===== src/hw/rtl/swapl_ram.sv =====
// Generic single-port-write, single-port-read RAM with a registered read.
// Depends on nothing.
module swapl_ram #(
  parameter int unsigned WIDTH = 8,
  parameter int unsigned DEPTH = 16
) (
  input  logic                                    clk_i,
  input  logic                                    we_i,
  input  logic [((DEPTH > 1) ? $clog2(DEPTH) : 1)-1:0] waddr_i,
  input  logic [WIDTH-1:0]                        wdata_i,
  input  logic                                    re_i,
  input  logic [((DEPTH > 1) ? $clog2(DEPTH) : 1)-1:0] raddr_i,
  output logic [WIDTH-1:0]                        rdata_o
);

  logic [WIDTH-1:0] mem_q [DEPTH];
  logic [WIDTH-1:0] rdata_q;

  always_ff @(posedge clk_i) begin
    if (we_i) begin
      mem_q[waddr_i] <= wdata_i;
    end
    if (re_i) begin
      rdata_q <= mem_q[raddr_i];
    end
  end

  assign rdata_o = rdata_q;

endmodule


===== config.mk =====
export PLATFORM = sky130hd
export DESIGN_NAME = swapl_ram
export DESIGN_NICKNAME = d
export VERILOG_FILES = /design/src/hw/rtl/swapl_ram.sv
export SDC_FILE = /design/constraint.sdc
export NUM_CORES = 1
export LEC_CHECK = 0
export BUFFER_PORTS_ARGS = -buffer_cell sky130_fd_sc_hd__buf_2
export CORE_MARGIN = 5
export CORE_UTILIZATION = 41
export CTS_CLUSTER_DIAMETER = 40
export DETAILED_ROUTE_END_ITERATION = 7
export PLACE_DENSITY = 0.56
export SLEW_MARGIN = 5
export SYNTH_ARGS = -nofsm -noshare
export SYNTH_HDL_FRONTEND = slang
export SYNTH_SLANG_ARGS = --single-unit

===== constraint.sdc =====
create_clock -name clk_i -period 2.3 [get_ports clk_i]
set_clock_uncertainty 0.2 [all_clocks]
set_input_delay 0.23 -clock clk_i [delete_from_list [all_inputs] [get_ports clk_i]]
set_output_delay 0.23 -clock clk_i [all_outputs]
set_load 0.1 [all_outputs]

---- Word level (Yosys, flattened, before mapping) ----
Memories as Yosys holds them, arrays and structs flattened. A register that Yosys moved wholly into a read port is not among the register bits.
Index checks and enable logic that the tools add are counted.
word-level totals
  bits in writable memories ............... 128
  register bits after elaboration ......... 0
  memories kept ........................... 1
  bits of input ports ..................... 19
operators by class
  multiplexer cells ....................... 2
memories
  name   words  width  rd ports  clocked after memory_dff  wr ports  line  text
  mem_q  16     8      1         1                         1         16    logic [WIDTH-1:0] mem_q [DEPTH];
operators with widths
  kind     number
  $mux W1  2

---- Depth between registers and ports, before layout ----
Gate-level depths: netlist of run 1.
  depth after elaboration ................. 2
  gate-level depth with buffers ........... 5
  mapped depth without buffers ............ 3

---- Least setup slack after synthesis of run 1 ----
Ideal clock, no wire load.
  path type ............................... input -> register
  from .................................... in waddr_i[2] in the netlist's numbering
  to ...................................... mem mem_q[0][0] (enable)
  setup slack ............................. 0.377 ns
  stages on the path ...................... 2
  data arrival time ....................... 1.340 ns
  cells stage by stage .................... or3b_2 -> nor3_1
RTL lines
  what         line  text
  from (decl)  9     input logic [((DEPTH > 1) ? $clog2(DEPTH) : 1)-1:0] waddr_i,
  to (decl)    16
Straight into the memory's write port.

==> results.cfg, run 1 <==
[setup_path]
cp_cell_sequence = mux4_2, a22oi_1, nand2_1
cp-startpoint = mem_q[2][6]
slowest_stage = mux4_2
required_ns = 2.25
cp-start-kind = flip-flop
path_max_fanout = 1
ff2ff_path_depth = 3
r2r_start = mem_q[2][6]
path_depth = 3
cp-end-kind = flip-flop
slowest_delay_ns = 0.46
cp.arrival_ns = 1.68
timing.setup.critical_path_class = flip-flop to flip-flop
crit_family = multiplexers
cp_num_buf_inv = 0

[global_routing]
grt_overflow_total = 0
grtUsageTotal_pct = 15.3
grt_pass1_wl_um = 15800
grt_pass1_vias = 2557
grt_max_degree = 17
antenna_found_initial = 0

[pwr]
power_density_nw_per_um2 = 905
ir_drop_mv = 0.495
p_leak_uw = 0.00214

[cts]
clock-sinks = 136
cts_buffers = 17
path_clk_slew_ns = 0.06
cts_tree = done
cts_buffer_depth = 2
cts_hold_buf = 3
clk_latency_ns = 0.41
cts_root_buf = clkbuf_16
post-cts-setup-buffer-count = 0
post_cts_resized = 0
htree_levels = 4

[hold_path]
hold_class = input port to flip-flop
whs_path_depth = 1
holdCritStartpoint = wdata_i[4]

[floorplanning]
die_x_um = 123
die_area_sq_um = 15100
dieHeight_um = 123
start_util_pct = 41.6
num_rows = 41
ioPinCount = 27
core-area_sq_um = 12600

[logic_synthesis]
ys_seq_elements = 136
netlist_area_sq_um = 5230
synth_nets = 248
syn_avg_cell_area_sq_um = 22.8
netlist_instances = 229
synth_area_leaders = edfxtp_1 78%, mux4_2 7.8%, mux4_1 7.0%
ys_types = 18
yosysSeqAreaShare_pct = 78.1
yosys.area.top_type = edfxtp_1
yosysWarnings = 0
synth.top_cell.area_share_pct = 78.1

[drt]
drtPass1Iterations = 4
antenna_left = 0
vias = 2466
initialDrtViolationCount = 193
routedWlPerCell_um = 21.6
vias_per_cell = 5.15
route.detailed.drc = 0
drt-total-wl_um = 10400

[finish]
final_cell_mix = 136 x edfxtp_1, 26 x buf_2, 25 x buf_4
final_cells = 479
final_nets = 313
nFillCells = 1011
drive_gt1_share_pct = 32.9
final_common_cell = edfxtp_1
diodes = 0
syn_to_final_growth_pct = 20.7

[place]
hpwl_um = 6920
dp.cells = 444
routabilityCongestion = 0.781
io_buffer_count = 26

[sta]
fin_crit_ns = 1.73
rsz0062_at_grt = no
finalSetupViolations = 0
slew_headroom_pct = 67.1
fin_crit_sh_pct = 75.1
finalHoldViolCount = 0
slew_viol_final = 0
tns_ns = 0
worst_slew_pin_slew_ns = 0.497
fmax_mhz = 579

[run]
maxCapViolations = 0

[run_status]
status = complete, no violations
==> cell families after synthesis <==
kind of cell           synth area share, %
AND/OR/NAND/NOR                       3.14
buffers and inverters                 1.65
AO/OA/AOI/OAI                         2.30
flip-flops                            78.1
multiplexers                          14.8
==> sequential cells by signal, summed over array words and instances (netlist names) <==
name,cells
rdata_o,8
mem_q,128
==> through the flow <==
stage / utilization [%] / total power [uW] / setup slack, ns / instance area (sq um) / hold WS, ns
2_1_floorplan: - / 3080 / 0.377 / 5230 / 0.129
3_3_place_gp: 45.5 / 3210 / 0.222 / 5710 / 0.420
3_5_place_dp: 45.5 / 3220 / 0.242 / 5710 / 0.413
4_1_cts: 50.2 / 5750 / 0.593 / 6310 / 0.00231
5_1_grt: 50.2 / 5890 / 0.515 / 6310 / 0.00749
6_report: 50.2 / 5710 / 0.572 / 6310 / 0.0119
==> report_power, final <==
group	leakage (uW)	switching, uW	internal [uW]
clock network	0.000263	969	1580
logic	0.000636	235	119
registers	0.00124	14.5	2790
==> cells in the mapped netlist <==
master,number
nand3b_1,2
clkdlybuf4s25_2,3
mux4_2,18
buf_6,3
and2b_1,1
a22oi_1,16
edfxtp_1,136
and2_1,1
buf_4,1
nand2_1,9
nor2b_1,1
nand2b_1,2
nor3_1,4
nand3_1,1
mux4_1,14
buf_2,3
nor2_1,13
or3b_2,1
==> area by class of cell <==
class,count,area (sq um),share of cell area (%)
flip-flops and latches,136,4080,64.7
well taps,172,215,3.41
clock inverters,14,134,2.12
clock buffers,18,429,6.80
repair buffers,56,388,6.15
multi-input cells,83,1060,16.8
==> path summary, 6_finish.rpt <==
path | slack (ns) | end
setup / recovery | 0.57 | rdata_o[6]
hold / removal | 0.01 | mem_q[9][4]
setup reg to reg | 0.57 | rdata_o[6]
hold reg to reg | 0.54 | rdata_o[4]
==> per-layer routing <==
| layer | vias up | GRT usage [%] | part of all wire, % |
|---|---|---|---|
| met5 | - | 0 | 0 |
| met3 | 14 | 3.89 | 3.9 |
| li1 | 1118 | - | - |
| met4 | 0 | 7.14 | 2.1 |
| met2 | 53 | 22.1 | 46 |
| met1 | 1281 | 21.8 | 48 |
Power figures use the tool's default switching activity.
==> inputs of run 2 (changes only) <==
--- a/config.mk
+++ b/config.mk
@@ -10,7 +10,7 @@
 export CORE_UTILIZATION = 41
 export CTS_CLUSTER_DIAMETER = 40
 export DETAILED_ROUTE_END_ITERATION = 7
-export PLACE_DENSITY = 0.56
+export PLACE_DENSITY = 0.58
 export SLEW_MARGIN = 5
 export SYNTH_ARGS = -nofsm -noshare
 export SYNTH_HDL_FRONTEND = slang
==> constraint.sdc (replaced) <==
create_clock -name clk_i -period 1.5 [get_ports clk_i]
set_clock_uncertainty 0.2 [all_clocks]
set_input_delay 0.15 -clock clk_i [delete_from_list [all_inputs] [get_ports clk_i]]
set_output_delay 0.15 -clock clk_i [all_outputs]
set_load 0.1 [all_outputs]
==> run 2 against run 1 <==
- the flow now finishes with violations (negative setup slack)
- clock-buffer cell count rose by 2
- register-to-register slack got worse by 0.69 ns
- flip-flop and latch count unchanged
- setup slack got worse by 0.69 ns
- worst hold slack improved by 0.11 ns
- sequential power rose by 53%
- first-iteration DRC count rose by 12%
- wire length decreased by 6.1%
- power grew 59%
- core utilization grew 1.5 points
- non-clock buffer count increased by 6
- critical path type unchanged
- largest cell class unchanged
==> results.cfg, run 2 (synthesized netlist as in run 1, its figures left out) <==
[finish]
final_nets = 319
syn_to_final_growth_pct = 24.2
final_cells = 485
drive_gt1_share_pct = 40.3
nFillCells = 978
final_common_cell = edfxtp_1
regArea_sq_um = 4080
final_cell_mix = 136 x edfxtp_1, 32 x mux4_2, 27 x buf_4
design_area_sq_um = 6490
largest_reg_flops = 128
diodes = 0
top_register = mem_q
multiInputGateArea_sq_um = 1070

[sta]
slew_viol_final = 0
fin_crit_ns = 1.61
finalSetupViolations = 8
slew_headroom_pct = 37.9
rsz0062_at_grt = yes
fin_crit_sh_pct = 108
fmax_mhz = 619
finalHoldViolCount = 0
worst_slew_pin_slew_ns = 0.929
setup_ws_ns = -0.115

[cts]
cts_tree = done
post-cts-setup-buffer-count = 0
path_clk_slew_ns = 0.06
clk_latency_ns = 0.40
htree_levels = 4
cts_buffers = 17
clock-sinks = 136
cts_buffer_depth = 2
cts_root_buf = clkbuf_16

[run_status]
status = finished, violations left
violations = negative setup slack

[floorplanning]
die_area_sq_um = 15100
num_rows = 41
die_x_um = 123
ioPinCount = 27
core-area_sq_um = 12600
dieHeight_um = 123
start_util_pct = 41.6

[pwr]
p_total_uw = 9060
ir_drop_mv = 0.711
p_leak_uw = 0.00217
power_density_nw_per_um2 = 1400

[hold_path]
hold_class = input port to flip-flop

[global_routing]
grt_pass1_wl_um = 15000
grt_overflow_total = 0
grtUsageTotal_pct = 14.1
antenna_found_initial = 0
grt_max_degree = 22
grt_pass1_vias = 2628

[run]
maxCapViolations = 0

[drt]
initialDrtViolationCount = 216
vias = 2452
vias_per_cell = 5.06
drtPass1Iterations = 5
route.detailed.drc = 0
routedWlPerCell_um = 20.0
antenna_left = 0
drt-total-wl_um = 9720

[setup_path]
cp_cell_sequence = mux4_2, a22oi_2, nand2_2
required_ns = 1.45
cp-start-kind = flip-flop
cp-end-kind = flip-flop
slowest_stage = mux4_2
slowest_delay_ns = 0.48
timing.setup.critical_path_class = flip-flop to flip-flop
path_max_fanout = 1
cp.arrival_ns = 1.56

[place]
hpwl_um = 6420
routabilityCongestion = 0.731
io_buffer_count = 26
placed_area_sq_um = 5730
dp.cells = 444
==> run 2: report_power, final <==
part | internal [uW] | switching (uW) | total [uW]
clock | 2740 | 1400 | 4140
sequential | 4290 | 23.8 | 4310
combinational | 237 | 373 | 610
total | 7270 | 1790 | 9060
==> run 2: stage by stage <==
step / setup slack [ns] / hold slack (ns) / setup TNS, ns / utilization, %
floorplan: -0.116 / 0.0489 / -3.97 / -
global placement: -0.373 / 0.326 / -5.58 / 45.6
detailed placement: -0.378 / 0.326 / -5.52 / 45.6
CTS: -0.151 / 0.0977 / -0.779 / 51.4
global route: -0.152 / 0.112 / -0.994 / 51.6
finish: -0.115 / 0.117 / -0.601 / 51.6
==> run 2: path summary, 6_finish.rpt <==
check	start	to	slack [ns]	depth (start not counted)
setup reg to reg	mem_q[11][2]	rdata_o[2]	-0.11	3
setup / recovery	mem_q[11][2]	rdata_o[2]	-0.11	3
hold / removal	waddr_i[0]	mem_q[0][4]	0.12	3
hold reg to reg	mem_q[13][3]	rdata_o[3]	0.55	3
==> run 2: per-layer routing <==
metal  global-route usage, %  routed length [um]
met1                    17.7                4030
met2                    22.9                5000
met3                    4.30                 610
met4                    6.09                  79
met5                       0                   0
==> run 2: area by class of cell <==
class	count	area share, %
clock buffers	20	6.73
well taps	172	3.32
multi-input cells	83	16.5
flip-flops and latches	136	62.9
clock inverters	12	2.41
repair buffers	62	8.10
==> run 2: repair_timing <==
item,CTS,global route
pin swaps,0,2
endpoints found under the hold margin,136,0
hold buffers,9,0
gates resized for setup,14,8
setup endpoints to repair,16,10
==> run 2: worst max-delay path, delay by kind of cell (launching register included) <==
kind	cells	cell delay, ns
flip-flops	1	0.36
AND/OR/NAND/NOR	1	0.09
AO/OA/AOI/OAI	1	0.22
multiplexers	1	0.48
