$ cat src/hw/rtl/swapl_div.sv
// Restoring unsigned divider, one quotient bit per cycle.
// Depends on nothing; the top level runs two of them side by side.
module swapl_div #(
  parameter int unsigned DIV_W = 25,
  parameter int unsigned VW    = 11
) (
  input  logic             clk_i,
  input  logic             rst_ni,
  input  logic             start_i,
  input  logic [DIV_W-1:0] dividend_i,
  input  logic [VW-1:0]    divisor_i,
  output logic             busy_o,
  output logic [DIV_W-1:0] quotient_o
);

  localparam int unsigned CW = $clog2(DIV_W + 1);

  logic [CW-1:0]    cnt_q, cnt_d;
  logic [DIV_W-1:0] quo_q, quo_d;
  logic [VW-1:0]    rem_q, rem_d;
  logic [VW-1:0]    dsr_q, dsr_d;
  logic [VW:0]      rem_sh;
  logic [VW:0]      rem_nx;
  logic             ge;

  always_comb begin
    rem_sh = {rem_q, quo_q[DIV_W-1]};
    ge     = rem_sh >= {1'b0, dsr_q};
    rem_nx = ge ? (rem_sh - {1'b0, dsr_q}) : rem_sh;
    cnt_d  = cnt_q;
    quo_d  = quo_q;
    rem_d  = rem_q;
    dsr_d  = dsr_q;
    if (start_i) begin
      cnt_d = CW'(DIV_W);
      quo_d = dividend_i;
      rem_d = '0;
      dsr_d = divisor_i;
    end else if (cnt_q != '0) begin
      // shift one dividend bit in, retire one quotient bit
      cnt_d = cnt_q - 1'b1;
      quo_d = {quo_q[DIV_W-2:0], ge};
      rem_d = rem_nx[VW-1:0];
    end
  end

  always_ff @(posedge clk_i or negedge rst_ni) begin
    if (!rst_ni) begin
      cnt_q <= '0;
    end else begin
      cnt_q <= cnt_d;
    end
  end

  always_ff @(posedge clk_i) begin
    quo_q <= quo_d;
    rem_q <= rem_d;
    dsr_q <= dsr_d;
  end

  assign busy_o     = cnt_q != '0;
  assign quotient_o = quo_q;

endmodule

$ cat config.mk
export PLATFORM = sky130hd
export DESIGN_NAME = swapl_div
export DESIGN_NICKNAME = d
export VERILOG_FILES = /design/src/hw/rtl/swapl_div.sv
export SDC_FILE = /design/constraint.sdc
export NUM_CORES = 1
export LEC_CHECK = 0
export ABC_AREA = 1
export ABC_CLOCK_PERIOD_IN_PS = 2200
export BUFFER_PORTS_ARGS = -buffer_cell sky130_fd_sc_hd__buf_2
export CORE_UTILIZATION = 56
export CTS_BUF_LIST = sky130_fd_sc_hd__clkbuf_4 sky130_fd_sc_hd__clkbuf_8
export DETAILED_ROUTE_END_ITERATION = 8
export PLACE_DENSITY = 0.85
export SYNTH_ARGS = -nofsm -noshare
export SYNTH_HDL_FRONTEND = slang
export SYNTH_SLANG_ARGS = --single-unit
$ cat constraint.sdc
create_clock -name clk_i -period 2.2 [get_ports clk_i]
set_input_delay 0.44 -clock clk_i [delete_from_list [all_inputs] [get_ports clk_i]]
set_output_delay 0.44 -clock clk_i [all_outputs]
set_load 0.02 [all_outputs]
Word-level counts from Yosys, hierarchy flattened
Index checks and enable logic that the tools add are counted.
{"block": "word_totals", "reg_bits": 52, "word_cells": 14, "output_inout_bits": 26, "input_bits": 39}
{"block": "classes", "reduce_logical": 2, "n_addsub": 2, "magnitude_cmp": 1, "mux": 5}
{"operator": "two-way mux 25 bit", "n": 2}
{"operator": ">= comparator 12 x 11 -> 1 bit", "n": 1}
{"operator": "two-way mux 11 bit", "n": 1}
{"operator": "subtractor 11 bit", "n": 1}
{"operator": "two-way mux 5 bit", "n": 2}
{"operator": "nonzero test 5 bit", "n": 1}
{"operator": "subtractor 5 x 1 -> 5 bit, second input constant", "n": 1}
{"operator": "nonzero test 2 bit", "n": 1}

Depth between registers and ports, before layout
Gate-level depths: netlist of the first run.
{"block": "depth", "depth_word": 3, "ltp_mapped": 12, "ltp_nobuf": 12}

Least setup slack after synthesis of the first run
OpenSTA, ideal clock, no wires.
{"block": "synth_path", "path_type": "flip-flop to flip-flop", "from": "register quo_q[24], in the netlist quotient_o[24]", "to": "register rem_q[6]", "required_time_ns": 2.087, "path_slack_ns": 0.248, "t_arrival_ns": 1.839, "stages_incl_launch_ff": 13, "setup_time_ns": 0.113, "n_path_buf": 1, "synth_period_minus_slack_ns": 1.952, "cell_sequence": "edfxtp_1 -> inv_1 -> ha_1 -> fa_1 -> inv_1 -> nand3_1 -> nand3_2 -> nand2_2 -> nand4_2 -> buf_12 -> nand3_2 -> nand3_1 -> nand2_1"}
{"block": "synth_between", "elab_chain_len": 2, "word_cells_on_any_way": 3, "classes_between": "1 x add/sub; 1 x order compare; 1 x mux"}
{"item": "from (decl)", "line": "19", "rtl": "logic [DIV_W-1:0] quo_q, quo_d;"}
{"item": "from (signal assigned)", "line": "56", "rtl": "quo_q <= quo_d;"}
{"item": "subtractor 11 bit or >= comparator 12 x 11 -> 1 bit (tied branches)", "line": "29, 28"}
{"item": "two-way mux 11 bit *", "line": "29", "rtl": "rem_nx = ge ? (rem_sh - {1'b0, dsr_q}) : rem_sh;"}
{"item": "to (signal assigned)", "line": "57", "rtl": "rem_q <= rem_d;"}
{"item": "to (decl)", "line": "20", "rtl": "logic [VW-1:0] rem_q, rem_d;"}
Mark *: on every way between the ends. The rest lies on a longest branch, timed or not.
A chain may end at the register's enable or synchronous reset.

Worst setup path after layout of the first run
{"block": "layout_path", "from": "register cnt_q[2]", "to": "register quo_q[8], in the netlist quotient_o[8] (enable)"}
{"block": "layout_between", "elab_chain_len": 2}
{"item": "from (decl)", "line": "18", "rtl": "logic [CW-1:0] cnt_q, cnt_d;"}
{"item": "from (signal assigned)", "line": "51", "rtl": "cnt_q <= cnt_d;"}
{"item": "nonzero test 5 bit", "line": "39", "rtl": "end else if (cnt_q != '0) begin"}
{"item": "nonzero test 2 bit (no line)"}
Every way passes these cells.

==> results of run 1 <==
## critical path: cells and delay by family (launching register included)
kind,cells,cell delay [ns]
flops,1,0.42
buf+inv,2,0.45
simple gates,3,0.92
## per-stage QoR
| stage | utilization | hold slack (ns) | instance area [µm²] | setup slack [ns] | total power [µW] |
|---|---|---|---|---|---|
| final | 0.6801 | 0.3034 | 3473 | 0.1301 | 3463 |
| after global placement | 0.6592 | 0.2564 | 3367 | 0.1774 | 2847 |
| after CTS | 0.6783 | 0.2940 | 3465 | 0.08561 | 3455 |
| after detailed placement | 0.6592 | 0.2571 | 3367 | 0.08205 | 2906 |
| after global routing | 0.6801 | 0.2938 | 3473 | 0.009315 | 3724 |
| after floorplan | - | 0.1444 | 2972 | 0.2481 | 2649 |
## area by class of cell
cell class	count	area share
tap	70	0.02522
timing repair buffer	73	0.1124
inverter	53	0.05728
clock inverter	2	0.003242
sequential	52	0.4107
multi-input combinational	247	0.3692
clock buffer	6	0.02197
## kinds of logic (layout without fill, tap and decap cells)
kind of cell             count (synthesis)  count (layout)  synth area share
AO/OA/AOI/OAI                           12              12           0.02442
XOR/XNOR                                 3               3          0.008844
adder cells (fa/ha/maj)                 14              14           0.06148
buffers and inverters                   64             134           0.09137
flip-flops                              52              52            0.4800
AND/OR/NAND/NOR                        218             218            0.3339
## flip-flops by register name, summed over array words and instances (netlist names)
register    cells
quotient_o     25
dsr_q          11
rem_q          11
cnt_q           5
## worst min-delay path by stage
stage | start | end | slack [ns] | depth (start not counted)
2_1_floorplan | rst_ni | cnt_q[0]$_DFFE_PN0P_ | 0.14 | 0
3_3_place_gp | rst_ni | cnt_q[3]$_DFFE_PN0P_ | 0.26 | 1
3_5_place_dp | rst_ni | cnt_q[2]$_DFFE_PN0P_ | 0.26 | 1
4_1_cts | divisor_i[2] | dsr_q[2]$_DFFE_PP_ | 0.29 | 1
5_1_grt | divisor_i[1] | dsr_q[1]$_DFFE_PP_ | 0.29 | 1
6_report | divisor_i[2] | dsr_q[2]$_DFFE_PP_ | 0.30 | 1
## power by group through the flow
stage	combinational [µW]	sequential, µW	clock, µW
6_report	1580	1340	548
2_1_floorplan	1260	1390	0
3_3_place_gp	1500	1350	0
4_1_cts	1560	1340	557
5_1_grt	1780	1360	581
3_5_place_dp	1550	1360	0
## layer usage
layer / wire [µm] / GRT usage / vias up
li1: - / - / 1295
met1: 2645 / 0.3112 / 1133
met2: 3114 / 0.4164 / 89
met3: 410 / 0.05087 / 13
met4: 123 / 0.1258 / 0
met5: 0 / 0 / -
## synth_stat cells, drive strengths merged
master,number
dfrtp,5
inv,52
o21ai,1
or2,1
a21oi,7
a211o,1
and2,1
o22ai,1
nand2,154
nor2,15
clkinv,1
xnor2,2
nand3,32
dfxtp,11
clkbuf,3
o31ai,1
a31oi,1
xor2,1
nand4,15
ha,13
fa,1
edfxtp,36
buf,8
## repair_timing
| item | in CTS | in global routing |
|---|---|---|
| gates resized for setup | 0 | 1 |
| hold buffers | 1 | 0 |
| endpoints found under the setup margin | 0 | 4 |
| hold endpoints to repair | 5 | 0 |
==> run_results.csv, run 1 <==
group,metric,value,unit
pwr,netSwitchingFraction,0.4095,
critical_path,cell_depth_of_the_worst_flop_to_flop_path,5,
global_routing,grt_max_degree,25,
clock_tree,clock_latency,0.31,ns
critical_path,worst_path_largest_cell_delay,0.50,ns
final_layout,most-common-layout-cells,"nand2_1, buf_2, inv_1, edfxtp_1, nand3_1",
critical_path,reg2reg_to,"quotient_o[8]$_DFFE_PP_",
timing,fin_setup_tns,0,ns
status,run_status,"finished, final reports clean",
clock_tree,htree_depth,2,
critical_path,critPathSlowestCell,"nor2_2",
timing,hold_viol,0,
placed_design,hpwlAfterDp,4685,µm
final_layout,filler_cell_count,423,
timing,timing_max_transition_violations_final,0,
synthesis,yosys.area.top_type,"edfxtp_1",
hold_path,hp-class,"primary input to register",
pwr,powerDensity,997.1,nW/µm²
synthesis,postSynthRegisterBits,52,
placed_design,numPlacedInstances,494,
critical_path,critical_path_arrival,2.11,ns
timing,finalSetupViolations,0,
timing,fin_crit,2.070,ns
final_layout,mostFrequentLayoutCell,"nand2_1",
clock_tree,clock-root-buffer,"clkbuf_8",
final_layout,area_taken_by_multi_input_logic_gates,1282,µm²
final_layout,post_route_cells_drive_above_1_share,0.2471,
global_routing,grt.overflow.total,0,
route,drc,0,
timing,grt_setup_unrepaired,"false",
pwr,power.combinational.fraction,0.455,
critical_path,required,2.24,ns
floorplan,placeableCoreArea,5107,µm²
placed_design,gp_congestion,0.8922,
pwr,cellLeakagePower,0.001830,µW
floorplan,fp.dieArea,5602,µm²
synthesis,ys_seq_area_frac,0.4800,
floorplan,die_h,74.85,µm
global_routing,number_of_global_route_vias_before_repair,2339,
route,route.final.wire_length,6293,µm
route,route.antenna.remaining_nets,0,
critical_path,critical_path.endpoint_type,"register",
clock_tree,clock_path_buffers,2,
global_routing,grt_util_all_layers,0.2504,
timing,max_freq,483.1,MHz
final_layout,area_delta_synth_final,16.88,%
critical_path,r2r_start,"cnt_q[2]$_DFFE_PN0P_",
clock_tree,numCtsBuffers,5,
synthesis,synthesis.nets,416,
clock_tree,path_clk_slew,0.10,ns
synthesis,netlist_top_cells_area,"edfxtp_1, nand2_1, dfxtp_1, inv_1, ha_1",
timing,worst_slew_margin_rel,0.6047,
critical_path,cp_cell_sequence,"nor2_1, nand3_2, nor2_2, inv_1, buf_4",
global_routing,first_pass_grt_wire_length,10410,µm
timing,fin_worst_skew,0.008296,ns
route,drt_first_pass_iters,4,
critical_path,worst-path-max-fanout,24,
synthesis,synth.cell_area,2972,µm²
clock_tree,tritoncts,"yes",
final_layout,sequential_cell_area,1426,µm²
timing,timing_worst_slew_pin_value,0.5923,ns
synthesis,yosysTopAreaCellShare,0.3638,
synthesis,synth_cell_types,32,
pwr,power.switching,1418,µW
route,wl_per_cell,12.51,µm
synthesis,synth.avg_cell_area,8.186,µm²
final_layout,non_filler_cells_final,503,
floorplan,die_x,74.85,µm
pwr,power_frac_seq,0.386,
clock_tree,clock_sink_count,52,
final_layout,num-nets-final,485,
critical_path,cp-endpoint,"quotient_o[8]$_DFFE_PP_",
pwr,power.ir.vdd_worst,0.0005531,V
critical_path,worstSetupPathType,"register to register",
floorplan,initial_core_util,0.5818,
final_layout,antenna_cells_inserted,0,
critical_path,cp-start-kind,"register",
floorplan,ioPinCount,65,
flow_run,max-cap-violations,0,
global_routing,grt_antenna_before_repair,0,
clock_tree,post-cts-setup-buffer-count,0,
critical_path,crit_start,"cnt_q[2]$_DFFE_PN0P_",
timing,post-route-period-util,0.9409,
synthesis,yosys_warnings,0,
pwr,clkPwrFrac,0.158,
placed_design,io_buffers,64,
route,detail_route.iter0.violations,157,
route,total_number_of_vias,2530,
route,detail_route.vias_per_cell,5.030,
synthesis,gate_count_of_the_mapped_netlist,363,
pwr,power_report.internal_total,2045,µW
critical_path,timing.reg2reg.setup_slack,0.13,ns
floorplan,std_cell_rows,26,
Power figures use the tool's default switching activity.
==> inputs of run 2 (changes only) <==
- ABC_CLOCK_PERIOD_IN_PS: 2200 -> 2600
- CORE_UTILIZATION: 56 -> 61
- PLACE_DENSITY: 0.85 -> 0.91
- clock period: 2.2 -> 2.6 ns (I/O delays scaled with it)
==> run 2 against run 1 <==
Utilization increased by 4.9 points; clock-buffer cell count unchanged; critical path depth increased by 5; critical endpoint is now quotient_o[0]$_DFFE_PP_.
==> run_results.csv, run 2 (synthesized netlist as in run 1, its figures left out) <==
group,metric,value,unit
pwr,power_report.internal_total,1722,µW
timing,fin_setup_tns,0,ns
timing,fin_crit,2.373,ns
global_routing,grt.overflow.total,0,
clock_tree,path_clk_slew,0.10,ns
clock_tree,clock-root-buffer,"clkbuf_8",
timing,worst_hold_check_slack,0.3733,ns
pwr,power_frac_seq,0.382,
floorplan,placeableCoreArea,4692,µm²
final_layout,finish.instance_area,3422,µm²
route,route.antenna.remaining_nets,0,
timing,post-route-period-util,0.9129,
floorplan,die_x,71.80,µm
placed_design,gp_congestion,0.9404,
clock_tree,clock_path_buffers,2,
pwr,powerDensity,870.2,nW/µm²
route,detail_route.iter0.violations,262,
critical_path,critPathSlowestCell,"nand4_2",
critical_path,cp-start-kind,"register",
final_layout,utilization,0.7293,
pwr,power.switching,1256,µW
route,drt_first_pass_iters,5,
final_layout,largest_reg_flops,25,
status,run_status,"finished, final reports clean",
clock_tree,clock_sink_count,52,
clock_tree,htree_depth,2,
final_layout,num-nets-final,482,
timing,grt_setup_unrepaired,"false",
clock_tree,tritoncts,"yes",
final_layout,mostFrequentLayoutCell,"nand2_1",
timing,timing_max_transition_violations_final,0,
placed_design,detailed_place.area,3324,µm²
final_layout,post_route_cells_drive_above_1_share,0.2419,
hold_path,hp-class,"primary input to register",
floorplan,ioPinCount,65,
pwr,clkPwrFrac,0.159,
final_layout,filler_cell_count,364,
route,wl_per_cell,13.75,µm
route,route.final.wire_length,6655,µm
pwr,report.power.total,2978,µW
clock_tree,clock_latency,0.31,ns
placed_design,hpwlAfterDp,4873,µm
final_layout,most-common-layout-cells,"nand2_1, buf_2, inv_1, edfxtp_1, nand3_1",
global_routing,grt_max_degree,32,
route,drc,0,
global_routing,number_of_global_route_vias_before_repair,2595,
critical_path,cp_cell_sequence,"inv_1, ha_1, fa_1, inv_1, nand3_1, nand3_2, nand2_2, nand4_2, nand2_1, nand2_1",
pwr,power.ir.vdd_worst,0.0005292,V
critical_path,worst_path_largest_cell_delay,0.45,ns
critical_path,worstSetupPathType,"register to register",
route,detail_route.vias_per_cell,5.494,
critical_path,critical_path.endpoint_type,"register",
final_layout,antenna_cells_inserted,0,
timing,finalSetupViolations,0,
timing,worst_slew_margin_rel,0.6586,
global_routing,grt_util_all_layers,0.2816,
timing,fin_worst_skew,0.008300,ns
floorplan,std_cell_rows,25,
floorplan,die_h,71.80,µm
flow_run,max-cap-violations,0,
pwr,cellLeakagePower,0.001815,µW
final_layout,area_delta_synth_final,15.16,%
placed_design,io_buffers,64,
critical_path,critical_path_arrival,2.44,ns
clock_tree,numCtsBuffers,5,
timing,max_freq,421.3,MHz
clock_tree,post-cts-setup-buffer-count,0,
floorplan,initial_core_util,0.6333,
route,total_number_of_vias,2659,
timing,hold_viol,0,
pwr,power.combinational.fraction,0.459,
critical_path,worst-path-max-fanout,12,
pwr,netSwitchingFraction,0.4217,
global_routing,grt_antenna_before_repair,0,
timing,timing_worst_slew_pin_value,0.5109,ns
final_layout,area_taken_by_multi_input_logic_gates,1274,µm²
global_routing,first_pass_grt_wire_length,11200,µm
critical_path,required,2.67,ns
final_layout,sequential_cell_area,1426,µm²
floorplan,fp.dieArea,5155,µm²
[run 2: worst max-delay path, delay by kind of cell (launching register included)]
| family | cells | cell delay [ns] |
|---|---|---|
| AND/OR/NAND/NOR | 6 | 1.13 |
| buffers and inverters | 2 | 0.17 |
| flip-flops | 1 | 0.40 |
| adder cells (fa/ha/maj) | 2 | 0.43 |
[run 2: through the flow]
step / std cells / setup WS [ns]
after floorplan: 363 / 0.6481
after global placement: 475 / 0.4064
after detailed placement: 475 / 0.2601
after CTS: 483 / 0.2568
after global routing: 484 / 0.03301
final: 484 / 0.2265
[run 2: layout make-up]
type | instances | area share
inverter | 53 | 0.05814
clock inverter | 2 | 0.003291
timing repair buffer | 70 | 0.1075
sequential | 52 | 0.4168
tap | 54 | 0.01974
multi-input combinational | 247 | 0.3722
clock buffer | 6 | 0.02230
[run 2: worst paths after layout]
kind / from / end / slack (ns) / depth (start not counted)
min in group asynchronous: rst_ni / cnt_q[3]$_DFFE_PN0P_ / 0.55 / 2
min: divisor_i[8] / dsr_q[8]$_DFFE_PP_ / 0.37 / 1
min reg2reg: rem_q[5]$_SDFFE_PP0P_ / rem_q[5]$_SDFFE_PP0P_ / 0.49 / 2
max in group asynchronous: rst_ni / cnt_q[4]$_DFFE_PN0P_ / 1.91 / 2
max reg2reg: quotient_o[24]$_DFFE_PP_ / quotient_o[0]$_DFFE_PP_ / 0.23 / 10
max: quotient_o[24]$_DFFE_PP_ / quotient_o[0]$_DFFE_PP_ / 0.23 / 10
[run 2: routing by layer]
metal	part of all wire	up-vias	GRT usage
met4	0.024	0	0.1307
li1	-	1291	-
met5	0	-	0
met3	0.075	20	0.06470
met2	0.49	128	0.4591
met1	0.41	1220	0.3578
[run 2: what timing repair did]
| item | in CTS | in global routing |
|---|---|---|
| endpoints found under the hold margin | 0 | 3 |
| hold buffers | 0 | 1 |
| resized for setup | 0 | 0 |
[run 2: power groups by stage]
| stage | Sequential, µW | Combinational [µW] | Clock [µW] |
|---|---|---|---|
| 4_1_cts | 1130 | 1340 | 473 |
| 5_1_grt | 1150 | 1530 | 503 |
| 6_report | 1140 | 1370 | 473 |
| 3_5_place_dp | 1150 | 1330 | 0 |
| 2_1_floorplan | 1180 | 1060 | 0 |
| 3_3_place_gp | 1140 | 1270 | 0 |
